===== config.mk =====
export PLATFORM = sky130hd
export DESIGN_NAME = hvt_round_sat
export DESIGN_NICKNAME = d
export VERILOG_FILES = /design/src/homogeneous_vertex_transform_unit_macros.svh /design/src/hvt_pkg.sv /design/src/hvt_round_sat.sv
export SDC_FILE = /design/constraint.sdc
export NUM_CORES = 1
export LEC_CHECK = 0
export BUFFER_PORTS_ARGS = -buffer_cell sky130_fd_sc_hd__buf_2
export CAP_MARGIN = 40
export CORE_AREA = 5 5 153 155
export CTS_CLUSTER_SIZE = 30
export DETAILED_ROUTE_END_ITERATION = 7
export DIE_AREA = 0 0 158 160
export GPL_ROUTABILITY_DRIVEN = 1
export PLACE_DENSITY = 0.54
export SETUP_SLACK_MARGIN = 0.4
export SKIP_LAST_GASP = 1
export SLEW_MARGIN = 20
export SYNTH_ARGS = -nofsm -noshare
export SYNTH_HDL_FRONTEND = slang
export SYNTH_SLANG_ARGS = --single-unit
export TNS_END_PERCENT = 10

===== constraint.sdc =====
create_clock -name clock -period 7.6 [get_ports clock]
set_input_delay 1.52 -clock clock [delete_from_list [all_inputs] [get_ports clock]]
set_output_delay 1.52 -clock clock [all_outputs]
set_load 0.1 [all_outputs]

===== src/homogeneous_vertex_transform_unit_macros.svh =====
// Assertion macros for the homogeneous vertex transform unit.
// Used by the top level only; no other dependencies.
`ifndef HOMOGENEOUS_VERTEX_TRANSFORM_UNIT_MACROS_SVH
`define HOMOGENEOUS_VERTEX_TRANSFORM_UNIT_MACROS_SVH
`ifndef SYNTH
// same-cycle implication, disabled during reset
`define HVT_ASSERT_IMP(label, clk, rst, ante, cons) \
   label: assert property (@(posedge clk) disable iff (rst) (ante) |-> (cons)) \
      else $error("%m: implication check failed");
// next-cycle implication, disabled during reset
`define HVT_ASSERT_NXT(label, clk, rst, ante, cons) \
   label: assert property (@(posedge clk) disable iff (rst) (ante) |=> (cons)) \
      else $error("%m: next-cycle check failed");
// next-cycle implication that also holds across reset
`define HVT_ASSERT_NXT_ALWAYS(label, clk, ante, cons) \
   label: assert property (@(posedge clk) (ante) |=> (cons)) \
      else $error("%m: reset check failed");
`else
`define HVT_ASSERT_IMP(label, clk, rst, ante, cons)
`define HVT_ASSERT_NXT(label, clk, rst, ante, cons)
`define HVT_ASSERT_NXT_ALWAYS(label, clk, ante, cons)
`endif
`endif


===== src/hvt_pkg.sv =====
// Shared types, constants and helpers of the homogeneous vertex transform unit.
// No dependencies.
`default_nettype none

package hvt_pkg;

   localparam int VEC_N               = 4;   // vector length and matrix order
   localparam int MAT_W               = 32;  // width of one matrix entry
   localparam int DATA_W              = 32;  // width of a coordinate field
   localparam int REG_W               = 64;  // width of a matrix register
   localparam int NUM_REGS            = 8;
   localparam int CSR_IDX_W           = 4;
   localparam int FRAC_BITS_DEFAULT   = 16;
   localparam int COORD_WIDTH_DEFAULT = 32;

   typedef enum logic [CSR_IDX_W-1:0] {
      REG_COL1_ROWS12 = 4'd0,
      REG_COL1_ROWS34 = 4'd1,
      REG_COL2_ROWS12 = 4'd2,
      REG_COL2_ROWS34 = 4'd3,
      REG_COL3_ROWS12 = 4'd4,
      REG_COL3_ROWS34 = 4'd5,
      REG_COL4_ROWS12 = 4'd6,
      REG_COL4_ROWS34 = 4'd7
   } csr_reg_type;

   // identity matrix, Q16.16
   localparam logic [REG_W-1:0] REG_RESET [NUM_REGS] = '{
      64'h0000_0000_0001_0000, 64'h0000_0000_0000_0000,
      64'h0001_0000_0000_0000, 64'h0000_0000_0000_0000,
      64'h0000_0000_0000_0000, 64'h0000_0000_0001_0000,
      64'h0000_0000_0000_0000, 64'h0001_0000_0000_0000
   };

   typedef struct packed {
      logic signed [DATA_W-1:0] x_in;
      logic signed [DATA_W-1:0] y_in;
      logic signed [DATA_W-1:0] z_in;
      logic signed [DATA_W-1:0] w_in;
      logic                     w_given;
   } req_type;

   typedef struct packed {
      logic signed [DATA_W-1:0] x_out;
      logic signed [DATA_W-1:0] y_out;
      logic signed [DATA_W-1:0] z_out;
      logic signed [DATA_W-1:0] w_out;
      logic                     saturated;
   } rsp_type;

   // operand width: holds a coordinate and also the constant 1.0
   function automatic int opnd_width(int coord_w, int frac_b);
      return (coord_w > frac_b + 1) ? coord_w : frac_b + 2;
   endfunction

endpackage

`default_nettype wire


===== src/hvt_round_sat.sv =====
// Stage 4: shift out the fraction, saturate and hold the result beat.
// Depends on hvt_pkg.
`default_nettype none

module hvt_round_sat
   import hvt_pkg::*;
#(
   parameter int FRAC_BITS   = FRAC_BITS_DEFAULT,
   parameter int COORD_WIDTH = COORD_WIDTH_DEFAULT,
   localparam int OPW        = opnd_width(COORD_WIDTH, FRAC_BITS),
   localparam int SW         = MAT_W + OPW + 3
) (
   input  logic                 clock,
   input  logic                 reset,
   input  logic                 in_valid,
   output logic                 in_ready,
   input  logic signed [SW-1:0] sum_i [VEC_N],
   output logic                 out_valid,
   input  logic                 out_ready,
   output rsp_type              rsp_o
);

   logic signed [SW-1:0]          shifted [VEC_N];
   logic [SW-COORD_WIDTH:0]       hi      [VEC_N];
   logic signed [COORD_WIDTH-1:0] clip    [VEC_N];
   logic [VEC_N-1:0]              ovf;
   rsp_type                       rsp_in, rsp_ff;
   logic                          vld_in, vld_ff;

   always_comb begin
      for (int r = 0; r < VEC_N; r++) begin
         shifted[r] = sum_i[r] >>> FRAC_BITS;
         hi[r]      = shifted[r][SW-1:COORD_WIDTH-1];
         ovf[r]     = !((&hi[r]) || !(|hi[r]));
         // clip to the rail that matches the sign
         clip[r]    = ovf[r] ? {shifted[r][SW-1], {(COORD_WIDTH-1){!shifted[r][SW-1]}}}
                             : shifted[r][COORD_WIDTH-1:0];
      end
      rsp_in.x_out     = DATA_W'(clip[0]);
      rsp_in.y_out     = DATA_W'(clip[1]);
      rsp_in.z_out     = DATA_W'(clip[2]);
      rsp_in.w_out     = DATA_W'(clip[3]);
      rsp_in.saturated = |ovf;
   end

   assign in_ready = !vld_ff || out_ready;
   assign vld_in   = in_ready ? in_valid : vld_ff;

   always_ff @(posedge clock) begin
      if (reset) begin
         vld_ff <= 1'b0;
      end else begin
         vld_ff <= vld_in;
      end
   end

   always_ff @(posedge clock) begin
      if (in_valid && in_ready) begin
         rsp_ff <= rsp_in;
      end
   end

   assign out_valid = vld_ff;
   assign rsp_o     = rsp_ff;

endmodule

`default_nettype wire


* Word-level counts from Yosys, hierarchy flattened *
Index checks and enable logic that the tools add are counted.

cells by class
  muxes and demuxes = 4
  reductions and logical operators = 28

operators with widths
  operator              count
  two-way mux 32 bit    4
  AND reduction 20 bit  4
  OR reduction 20 bit   4
  zero test 1 bit       13
  logical OR 1 bit      5
  OR reduction 4 bit    1
  logical AND 1 bit     1

word-level totals
  register bits after elaboration = 130
  input port bits = 272
  output and inout bits = 131
  word-level logic and storage cells = 38

* Logic depth before layout (Yosys ltp) *
  word-level depth = 5
  gate-level depth with buffers = 5
  gate-level depth less buffers = 4

* Worst setup path before layout *
Ideal clock, no wire load.

  path type = input -> register
  start point = input out_ready
  end point = register rsp_ff, in the netlist rsp_o[0] (enable)
  setup time = 502 ps
  data arrival time = 5398 ps
  data required time = 7098 ps
  path slack = 1699 ps
  stages = 2
  buffers on the path = 0
  cells stage by stage = nand2b_1 > and2_1

between the ends
  longest elaborated chain between the ends = 2

RTL lines
  element               line                 text
  start, declared       hvt_round_sat.sv:19  input logic out_ready,
  logical OR 1 bit      hvt_round_sat.sv:46  assign in_ready = !vld_ff || out_ready;
  logical AND 1 bit     hvt_round_sat.sv:58  if (in_valid && in_ready) begin
  end signal, assigned  hvt_round_sat.sv:59  rsp_ff <= rsp_in;
  end, declared         hvt_round_sat.sv:27  rsp_type rsp_in, rsp_ff;

Every way passes these cells.
A chain may end at the register's enable or synchronous reset.

* Final worst setup path *
  start point = input out_ready
  end point = output in_ready

between the ends
  longest elaborated chain between the ends = 1

RTL lines
  element           line                 text
  logical OR 1 bit  hvt_round_sat.sv:46
  end, declared     hvt_round_sat.sv:16  output logic in_ready,

Every way passes these cells.

==> flow_summary.toml <==
[floorplanning]
coreArea_um2 = 21700
io_pins = 403
fp-row-count = 54
die-area_um2 = 25300
dieWidth_um = 158
initial_utilization_pct = 25.6
die-height_um = 160

[detailed_routing]
drt_pass1_iterations = 5
wl_per_cell_um = 15.4
viasPerCell = 4.23
route.met3.wl_um = 1870
vias = 4683
wl_met2_um = 8400
drc = 0
top_layer_used = "met5"
met1_length_um = 6550
drt-initial-drc-count = 213
drt_wl_total_um = 17100
drtAntennaViolNets = 0

[clock_network]
cts_tree = "built"
cts_resized = 0
insertion_delay_ns = 0.41
cts_hold_buf = 0
htreeDepth = 4
cts_buffers = 17
cts_setup_buffers = 0
clkTransAtPathRegs_ns = 0.06
clock-sinks = 130
cts_root_buffer = "clkbuf_16"
clockBufferDepth = 2

[critical_path]
cp_max_fo = 3
arrival_ns = 2.17
crit_type = "input pin to primary output"
worst_setup_path_end_kind = "primary output"
cp_data_required_time_ns = 6.08
crit_path_start_kind = "input pin"

[global_route]
first_global_vias = 4718
antenna_found_initial = 2
grt_max_degree = 62
grt_pass1_wl_um = 25200
grt_overflow = 0
track_usage_pct = 12.8

[yosys]
postSynthAreaPerCell_um2 = 11.6
synth_nets = 751
ys_types = 19
ys_ff_latch = 130
ys_warn_count = 0
synth-seq-area-share_pct = 70.1
yosys-top-cells-area = "edfxtp_1, o21ai_0, inv_1"
syn_area_um2 = 5550
synth.largest_area_cell = "edfxtp_1"
synthCells = 479
synth_top_area_share_pct = 69.8

[timing]
hold_viol = 0
setup_viol = 0
slew_headroom_pct = 46.0
fmax_mhz = 271
finalCritPeriodShare_pct = 48.5
rsz0062_at_grt = "false"
drv_slew = 0
worstMarginPinSlew_ns = 0.810
fin_crit_ns = 3.69
clock-skew-final_ns = 0.00909
setup_tns_ns = 0

[finish]
n_antenna_cell = 0
drive_above_1_share_pct = 46.6
nNetsFinal = 1086
areaGrowthSynthToFinish_pct = 47.5
instances_no_fill = 1107

[place]
port_buffers = 338
dp_hpwl_um = 12900
dpl.cell_count = 1075
gp_congestion = 0.775

[power]
powerDensity_nw_per_um2 = 254
vdd_drop_max_v = 0.000134
leakage_nw = 3.77

[status]
outcome = "finished clean"

[worst_hold_path]
holdCritPathClass = "flip-flop to flip-flop"

[job]
max-cap-violations = 0
## state kept, by name, indices dropped and copies added (netlist names)
| signal | flops |
|---|---|
| rsp_o | 129 |
| out_valid | 1 |
## through the flow
step | util (%) | hold WS (ns) | total power [mW] | instance area [µm²] | setup WS [ns]
finish | 37.8 | 0.550 | 2.08 | 8190 | 3.91
global route | 37.8 | 0.617 | 2.16 | 8190 | 3.88
CTS | 37.8 | 0.552 | 2.11 | 8190 | 3.91
detailed placement | 35.2 | 0.540 | 1.32 | 7630 | 3.91
global placement | 34.8 | 0.521 | 1.31 | 7540 | 3.84
floorplan | - | 1.59 | 1.21 | 5550 | 1.70
## metal layers
| metal | vias up | GRT usage, % |
|---|---|---|
| li1 | 2343 | - |
| met1 | 2096 | 14.4 |
| met2 | 222 | 22.1 |
| met3 | 18 | 5.14 |
| met4 | 4 | 4.23 |
| met5 | - | 0 |
## kinds of logic (layout without fill, tap and decap cells)
group           count (synthesis)  count (layout)  share of synthesized area (%)
simple gates                   59              59                           6.56
compound gates                133             133                           12.7
buf+inv                       157             505                           10.6
flops                         130             130                           70.1
## layout make-up
type                            instances  area, µm²
Timing Repair Buffer                  344       1770
Sequential cell                       130       3890
Clock buffer                           23        478
Multi-Input combinational cell        192       1130
Clock inverter                          9       81.3
Inverter                              129        484
Tap cell                              280        350
Fill cell                            2218      13500
## critical path, cell delays in order
cell and delay, ns:
buf_2 0.07, nand2b_1 0.14, buf_2 0.44
## cells in the mapped netlist
cell type and number:
or3_1 3, dfxtp_1 1, o22a_4 1, clkbuf_1 28, a21oi_1 1, edfxtp_1 129, nand3_1 4, o221ai_1 4
or2_2 4, nand4_1 20, and2_1 1, inv_1 129, nor4_1 20, nand2b_1 1, o21ai_0 124, o22a_1 3
nand2_1 4, or4_4 1, or3_4 1
## power by group
group          internal [mW]  total [mW]  switching (mW)
clock                  0.474       0.780           0.305
sequential             0.839       0.848         0.00893
combinational         0.0807       0.453           0.373
total                   1.39        2.08           0.687
## cell usage in the layout (no fill, tap or decap)
cell type	synthesis	layout
buf_2	0	338
inv_1	129	129
edfxtp_1	129	129
o21ai_0	124	124
nor4_1	20	20
nand4_1	20	20
clkbuf_16	0	17
nand3_1	4	4
nand2_1	4	4
or2_2	4	4
clkinv_2	0	4
or3_1	3	3
o22a_1	3	3
o221ai_4	0	3
clkbuf_8	0	3
clkinvlp_4	0	3
clkbuf_1	28	3
buf_4	0	3
buf_8	0	2
or3_4	1	1
o22a_4	1	1
o221ai_2	0	1
or4_4	1	1
nand2b_1	1	1
and2_4	0	1
a21oi_1	1	1
clkinv_4	0	1
bufinv_16	0	1
buf_16	0	1
dfxtp_1	1	1
## final timing paths
| kind | endpoint | cells after the start | start | slack (ns) |
|---|---|---|---|---|
| max reg2reg | rsp_o[53] | 3 | out_valid | 5.69 |
| max | in_ready | 3 | out_ready | 3.91 |
| min | out_valid | 2 | out_valid | 0.55 |
| min reg2reg | out_valid | 2 | out_valid | 0.55 |
No activity file was read; power rests on OpenSTA's default activity.
