**config.mk**
```make
export PLATFORM = sky130hd
export DESIGN_NAME = hvt_sum_tree
export DESIGN_NICKNAME = d
export VERILOG_FILES = /design/src/homogeneous_vertex_transform_unit_macros.svh /design/src/hvt_pkg.sv /design/src/hvt_sum_tree.sv
export SDC_FILE = /design/constraint.sdc
export NUM_CORES = 2
export LEC_CHECK = 0
export BUFFER_PORTS_ARGS = -buffer_cell sky130_fd_sc_hd__buf_2
export CAP_MARGIN = 20
export CORE_AREA = 2 2 510 512
export DETAILED_ROUTE_END_ITERATION = 12
export DIE_AREA = 0 0 512 514
export HOLD_SLACK_MARGIN = 0.05
export RECOVER_POWER = 100
export SLEW_MARGIN = 25
export SYNTH_ARGS = -nofsm -noshare
export SYNTH_HDL_FRONTEND = slang
export SYNTH_SLANG_ARGS = --single-unit
```
**constraint.sdc**
```tcl
create_clock -name clock -period 13.3 [get_ports clock]
set_clock_uncertainty 0.1 [all_clocks]
set_input_delay 1.33 -clock clock [delete_from_list [all_inputs] [get_ports clock]]
set_output_delay 1.33 -clock clock [all_outputs]
set_load 0.05 [all_outputs]
```
**src/homogeneous_vertex_transform_unit_macros.svh**
```systemverilog
// Assertion macros for the homogeneous vertex transform unit.
// Used by the top level only; no other dependencies.
`ifndef HOMOGENEOUS_VERTEX_TRANSFORM_UNIT_MACROS_SVH
`define HOMOGENEOUS_VERTEX_TRANSFORM_UNIT_MACROS_SVH
`ifndef SYNTH
// same-cycle implication, disabled during reset
`define HVT_ASSERT_IMP(label, clk, rst, ante, cons) \
   label: assert property (@(posedge clk) disable iff (rst) (ante) |-> (cons)) \
      else $error("%m: implication check failed");
// next-cycle implication, disabled during reset
`define HVT_ASSERT_NXT(label, clk, rst, ante, cons) \
   label: assert property (@(posedge clk) disable iff (rst) (ante) |=> (cons)) \
      else $error("%m: next-cycle check failed");
// next-cycle implication that also holds across reset
`define HVT_ASSERT_NXT_ALWAYS(label, clk, ante, cons) \
   label: assert property (@(posedge clk) (ante) |=> (cons)) \
      else $error("%m: reset check failed");
`else
`define HVT_ASSERT_IMP(label, clk, rst, ante, cons)
`define HVT_ASSERT_NXT(label, clk, rst, ante, cons)
`define HVT_ASSERT_NXT_ALWAYS(label, clk, ante, cons)
`endif
`endif

```
**src/hvt_pkg.sv**
```systemverilog
// Shared types, constants and helpers of the homogeneous vertex transform unit.
// No dependencies.
`default_nettype none

package hvt_pkg;

   localparam int VEC_N               = 4;   // vector length and matrix order
   localparam int MAT_W               = 32;  // width of one matrix entry
   localparam int DATA_W              = 32;  // width of a coordinate field
   localparam int REG_W               = 64;  // width of a matrix register
   localparam int NUM_REGS            = 8;
   localparam int CSR_IDX_W           = 4;
   localparam int FRAC_BITS_DEFAULT   = 16;
   localparam int COORD_WIDTH_DEFAULT = 32;

   typedef enum logic [CSR_IDX_W-1:0] {
      REG_COL1_ROWS12 = 4'd0,
      REG_COL1_ROWS34 = 4'd1,
      REG_COL2_ROWS12 = 4'd2,
      REG_COL2_ROWS34 = 4'd3,
      REG_COL3_ROWS12 = 4'd4,
      REG_COL3_ROWS34 = 4'd5,
      REG_COL4_ROWS12 = 4'd6,
      REG_COL4_ROWS34 = 4'd7
   } csr_reg_type;

   // identity matrix, Q16.16
   localparam logic [REG_W-1:0] REG_RESET [NUM_REGS] = '{
      64'h0000_0000_0001_0000, 64'h0000_0000_0000_0000,
      64'h0001_0000_0000_0000, 64'h0000_0000_0000_0000,
      64'h0000_0000_0000_0000, 64'h0000_0000_0001_0000,
      64'h0000_0000_0000_0000, 64'h0001_0000_0000_0000
   };

   typedef struct packed {
      logic signed [DATA_W-1:0] x_in;
      logic signed [DATA_W-1:0] y_in;
      logic signed [DATA_W-1:0] z_in;
      logic signed [DATA_W-1:0] w_in;
      logic                     w_given;
   } req_type;

   typedef struct packed {
      logic signed [DATA_W-1:0] x_out;
      logic signed [DATA_W-1:0] y_out;
      logic signed [DATA_W-1:0] z_out;
      logic signed [DATA_W-1:0] w_out;
      logic                     saturated;
   } rsp_type;

   // operand width: holds a coordinate and also the constant 1.0
   function automatic int opnd_width(int coord_w, int frac_b);
      return (coord_w > frac_b + 1) ? coord_w : frac_b + 2;
   endfunction

endpackage

`default_nettype wire

```
**src/hvt_sum_tree.sv**
```systemverilog
// Stages 2 and 3: pairwise product sums, then row sum plus rounding bias.
// Depends on hvt_pkg.
`default_nettype none

module hvt_sum_tree
   import hvt_pkg::*;
#(
   parameter int FRAC_BITS   = FRAC_BITS_DEFAULT,
   parameter int COORD_WIDTH = COORD_WIDTH_DEFAULT,
   localparam int OPW        = opnd_width(COORD_WIDTH, FRAC_BITS),
   localparam int PW         = MAT_W + OPW,
   localparam int SW         = PW + 3
) (
   input  logic                 clock,
   input  logic                 reset,
   input  logic                 in_valid,
   output logic                 in_ready,
   input  logic signed [PW-1:0] prod_i [VEC_N][VEC_N],
   output logic                 out_valid,
   input  logic                 out_ready,
   output logic signed [SW-1:0] sum_o [VEC_N]
);

   localparam logic signed [SW-1:0] RND = SW'(64'(1) << (FRAC_BITS - 1));

   logic signed [PW:0]   pair_in [VEC_N][2];
   logic signed [PW:0]   pair_ff [VEC_N][2];
   logic signed [SW-1:0] sum_in  [VEC_N];
   logic signed [SW-1:0] sum_ff  [VEC_N];
   logic                 v2_in, v2_ff, v3_in, v3_ff;
   logic                 rdy2, rdy3;

   always_comb begin
      for (int r = 0; r < VEC_N; r++) begin
         pair_in[r][0] = (PW+1)'(prod_i[r][0]) + (PW+1)'(prod_i[r][1]);
         pair_in[r][1] = (PW+1)'(prod_i[r][2]) + (PW+1)'(prod_i[r][3]);
         sum_in[r]     = SW'(pair_ff[r][0]) + SW'(pair_ff[r][1]) + RND;
      end
   end

   assign rdy3     = !v3_ff || out_ready;
   assign rdy2     = !v2_ff || rdy3;
   assign in_ready = rdy2;
   assign v2_in    = rdy2 ? in_valid : v2_ff;
   assign v3_in    = rdy3 ? v2_ff : v3_ff;

   always_ff @(posedge clock) begin
      if (reset) begin
         v2_ff <= 1'b0;
         v3_ff <= 1'b0;
      end else begin
         v2_ff <= v2_in;
         v3_ff <= v3_in;
      end
   end

   always_ff @(posedge clock) begin
      if (in_valid && rdy2) begin
         pair_ff <= pair_in;
      end
      if (v2_ff && rdy3) begin
         sum_ff <= sum_in;
      end
   end

   assign out_valid = v3_ff;
   assign sum_o     = sum_ff;

endmodule

`default_nettype wire

```
-- After elaboration in Yosys (flattened, before gate mapping)
Index checks and enable logic that the tools add are counted.
- reduce and logical (&&, ||, !) cells: 6
- add/sub/neg operators: 16
- operators by type and width (cell ; number):
    $add 64x64->65 ; 8
    $add 66x17->67 const B ; 4
    $add 65x65->66 ; 4
    $logic_and 1x1->1 ; 2
    $logic_not 1->1 ; 2
    $logic_or 1x1->1 ; 2
- output and inout port bits: 270
- logic and storage cells: 36
- flip-flop bits (word level): 790
- input bits: 1028

-- Longest topological paths before layout
- depth after elaboration: 4
- depth in mapped cells: 15
- mapped depth without buffers: 15

-- Least setup slack after synthesis
Ideal clock, no wire load.
- path kind: input -> register
- start: in out_ready
- end: reg pair_ff[0] (netlist bit) (enable)
- cell stages on the path: 3
- path slack: -1.290 ns
- data arrival time: 13.540 ns
- setup time: 0.950 ns
- required time: 12.250 ns
- path buffers: 0
- cells stage by stage: nor2b_1 -> nand2_1 -> and2_1
- word-level cells in the longest chain between the ends: 3
- RTL lines (what ; RTL line ; source):
    start: declaration ; hvt_sum_tree.sv:20 ; input logic out_ready,
    $logic_or 1x1->1 ; hvt_sum_tree.sv:41 ; assign rdy3 = !v3_ff || out_ready;
    $logic_or 1x1->1 ; hvt_sum_tree.sv:42 ; assign rdy2 = !v2_ff || rdy3;
    named net in_ready ; hvt_sum_tree.sv:17 ; output logic in_ready,
    $logic_and 1x1->1 ; hvt_sum_tree.sv:58 ; if (in_valid && rdy2) begin
    end signal: assignment ; hvt_sum_tree.sv:59 ; pair_ff <= pair_in;
    end: declaration ; hvt_sum_tree.sv:27 ; logic signed [PW:0] pair_ff [VEC_N][2];
The timed path passes the listed nets, and every way through them passes these cells.
A chain may end at the register's enable or synchronous reset.

-- Worst setup path in the final report
- start: in out_ready
- end: reg sum_ff (netlist bit sum_o[53]) (enable)
- word-level cells in the longest chain between the ends: 2
- RTL lines (what ; RTL line ; source):
    $logic_or 1x1->1 ; hvt_sum_tree.sv:41 ;
    $logic_and 1x1->1 ; hvt_sum_tree.sv:61 ; if (v2_ff && rdy3) begin
    end signal: assignment ; hvt_sum_tree.sv:62 ; sum_ff <= sum_in;
    end: declaration ; hvt_sum_tree.sv:29 ; logic signed [SW-1:0] sum_ff [VEC_N];
Every way passes these cells.

==> metrics <==
DRT Pass-1 Iters=6; Die X=a little over 500 um; largest area contributor in the netlist=edfxtp_1; Slew @ Worst Pin=between 4 and 5 ns; relative slew slack=-1.75; Die Ht=slightly above 500 um; DRC violation total after the first TritonRoute iteration=around 5,600; Worst setup EP type=register; vias in the first global route=63,463; DRC viols=0; count of different cell masters after synthesis=99; fin cells=12,089; most numerous cell in the Yosys netlist=ha_1; DIE AREA=between 200,000 and 300,000 um2; post-CTS sizing=0; Final ANT Viol Nets=0; R2R depth=4; crit-path max FO=69; Hold Crit Depth=2; first-pass GRT wire length=450 mm; Hold Vio Cnt, Final=0; Final #Nets=between 10,000 and 15,000; Ys Warns=0; top cells by area, synth=edfxtp_1 34%, ha_1 19%, a21oi_1 6.0%, xnor2_1 5.5%, a21o_1 4.9%; Hold EP=out_valid; postcts setup bufs=0; asr flop ratio synth=0; min cycle time layout=about 8.4 ns; max cap viols=13; Cells after Synth=~7,300; hold buffers post-CTS=0; syn_area_per_cell=between 9 and 10 um2; final setup fails=0; DRT Wirelength=between 300 and 400 mm; Mapped Area=69,700 um2; number of CTS-inserted buffers=98; Mapped Nets=about 9,400; Final Instance Area=roughly 83,000 um2; gpl congestion=around 1.2; Worst setup SP type=primary input; Setup TNS=0 ns; GRT Util Overall=0.234; P&R area growth vs syn=18.8%; CTS Buffer Depth=3; outcome=complete, but fails checks; area of the core=roughly 260,000 um2; grt ovf=0; CTS tree=yes; Tcrit/Tclk final=0.631; power density cells=150 nW/um2; P_leak=approximately 36 nW; Yosys top cell area share=0.340; CTS Sinks=790; RR Endpoint=sum_o[53]; Hold Crit Class=register to register; cell types with the highest counts after synthesis=1,032 x ha_1, 829 x a21oi_1, 788 x edfxtp_1, 507 x nand2_1, 456 x a21o_1; initial antenna violation count=130; CP arrival=between 8 and 9 ns; dpl cells=11,824; post-DR wirelength/cell=26.6 um; Worst R2R Setup Slack=approximately 5.2 ns; IO Port Bufs=1,297; largest net degree at the start of global routing=roughly 120; Hold Path Origin=v2_ff; Post-synth EDFFs=788; hold slack final=between 0.4 and 0.5 ns; Starting Density=0.270; Final Max Slew Viols=481; failing checks=capacitance limit, slew limit; Worst VDD drop=approximately 0.00013 V; total number of vias=roughly 64,000; Top-Level Pins=1,298; Cell Area, Placed=about 80,000 um2; H-tree levels=3; RSZ-0062 raised after global routing=false; Fill cells=about 27,000; later-pin clock latency in the skew report=about 0.76 ns; reg2reg start=out_valid; layout cell share with drive strength beyond 1=0.144; post-DP HPWL=~280 mm; routed vias/inst=5.31; clk slew on worst S/H paths=~0.06 ns; register area share after synthesis=0.340; Main synth FF type=edfxtp_1; Max Freq=around 120 MHz; Root Driver=clkbuf_16; row cnt=roughly 190; kind of critical path=primary input to register; Critical Path RT=13.41 ns; count of state elements after synthesis=790
-- sequential cells by signal, summed over array words and instances, names as in the netlist --
name	count
pair_ff	520
out_valid	1
sum_o	268
v2_ff	1
-- how the worst max path moves through the flow --
stage                       from            to  slack (ns)  cells past startpoint
finish                 out_ready     sum_o[53]        4.91                      5
global route           out_ready     sum_o[62]        4.11                      5
CTS                 pair_ff[391]    sum_o[264]        7.88                     16
detailed placement   prod_i[786]  pair_ff[451]        7.39                     13
global placement     prod_i[854]  pair_ff[449]        6.99                     11
floorplan              out_ready      sum_o[0]        4.34                      2
-- logic make-up after synthesis --
logic type / share of synthesized area
mux: 0.000287
flops: 0.340
xor+xnor: 0.0902
fa+ha+maj: 0.189
compound gates: 0.235
simple gates: 0.122
buf+inv: 0.0232
-- stage by stage --
stage                     total power, mW  setup slack [ns]   util
after global placement               9.72              6.99  0.310
after detailed placement             9.74              7.39  0.310
final                                12.4              4.91  0.321
after CTS                            12.6              7.88  0.323
after global routing                 13.2              4.11  0.321
after floorplan                      7.68              4.34      -
-- area by class of cell --
| type | count | area, um2 | share of cell area |
|---|---|---|---|
| clock inverters | 72 | 795 | 0.00959 |
| inverters | 238 | 893 | 0.0108 |
| repair buffers | 1324 | 6290 | 0.0760 |
| flip-flops and latches | 790 | 23700 | 0.286 |
| diodes | 81 | 203 | 0.00245 |
| well taps | 3402 | 4260 | 0.0514 |
| multi-input cells | 6071 | 44200 | 0.533 |
| clock buffers | 111 | 2500 | 0.0302 |
-- placed cells by master (no fill, tap or decap), types with 74 or more instances in the layout --
master,synthesis,final
a21oi_1,829,832
a31oi_1,72,74
a21o_1,456,456
xnor2_1,440,440
buf_2,5,1015
clkbuf_16,0,98
clkbuf_1,186,313
o21ai_0,428,457
diode_2,0,81
nor2b_1,80,80
xor2_1,278,278
nand2b_1,84,84
edfxtp_1,788,788
ha_1,1032,1032
nand2_1,507,507
inv_1,238,238
nand4_1,178,178
o21a_1,115,115
o21bai_1,152,152
nor3_1,96,97
nand3_1,139,139
nor2_1,427,427
-- critical path: stages --
cell	delay, ns
buf_2	0.08
nor2b_1	0.07
nor2b_1	0.97
clkbuf_1	2.95
clkbuf_1	2.91
-- metal layers --
metal,routed length [um],global-route usage,share of wire,up-vias
li1,-,-,-,30254
met1,127000,0.278,0.39,30636
met2,153000,0.397,0.47,2690
met3,25600,0.0519,0.080,526
met4,16100,0.115,0.050,64
met5,380,0,0.0012,-
-- report_power, final --
part           total [mW]  internal (mW)  switching, mW
logic                5.96           1.99           3.97
registers            3.72           3.46          0.262
clock network        2.76           1.56           1.21
No activity file was read; power rests on OpenSTA's default activity.
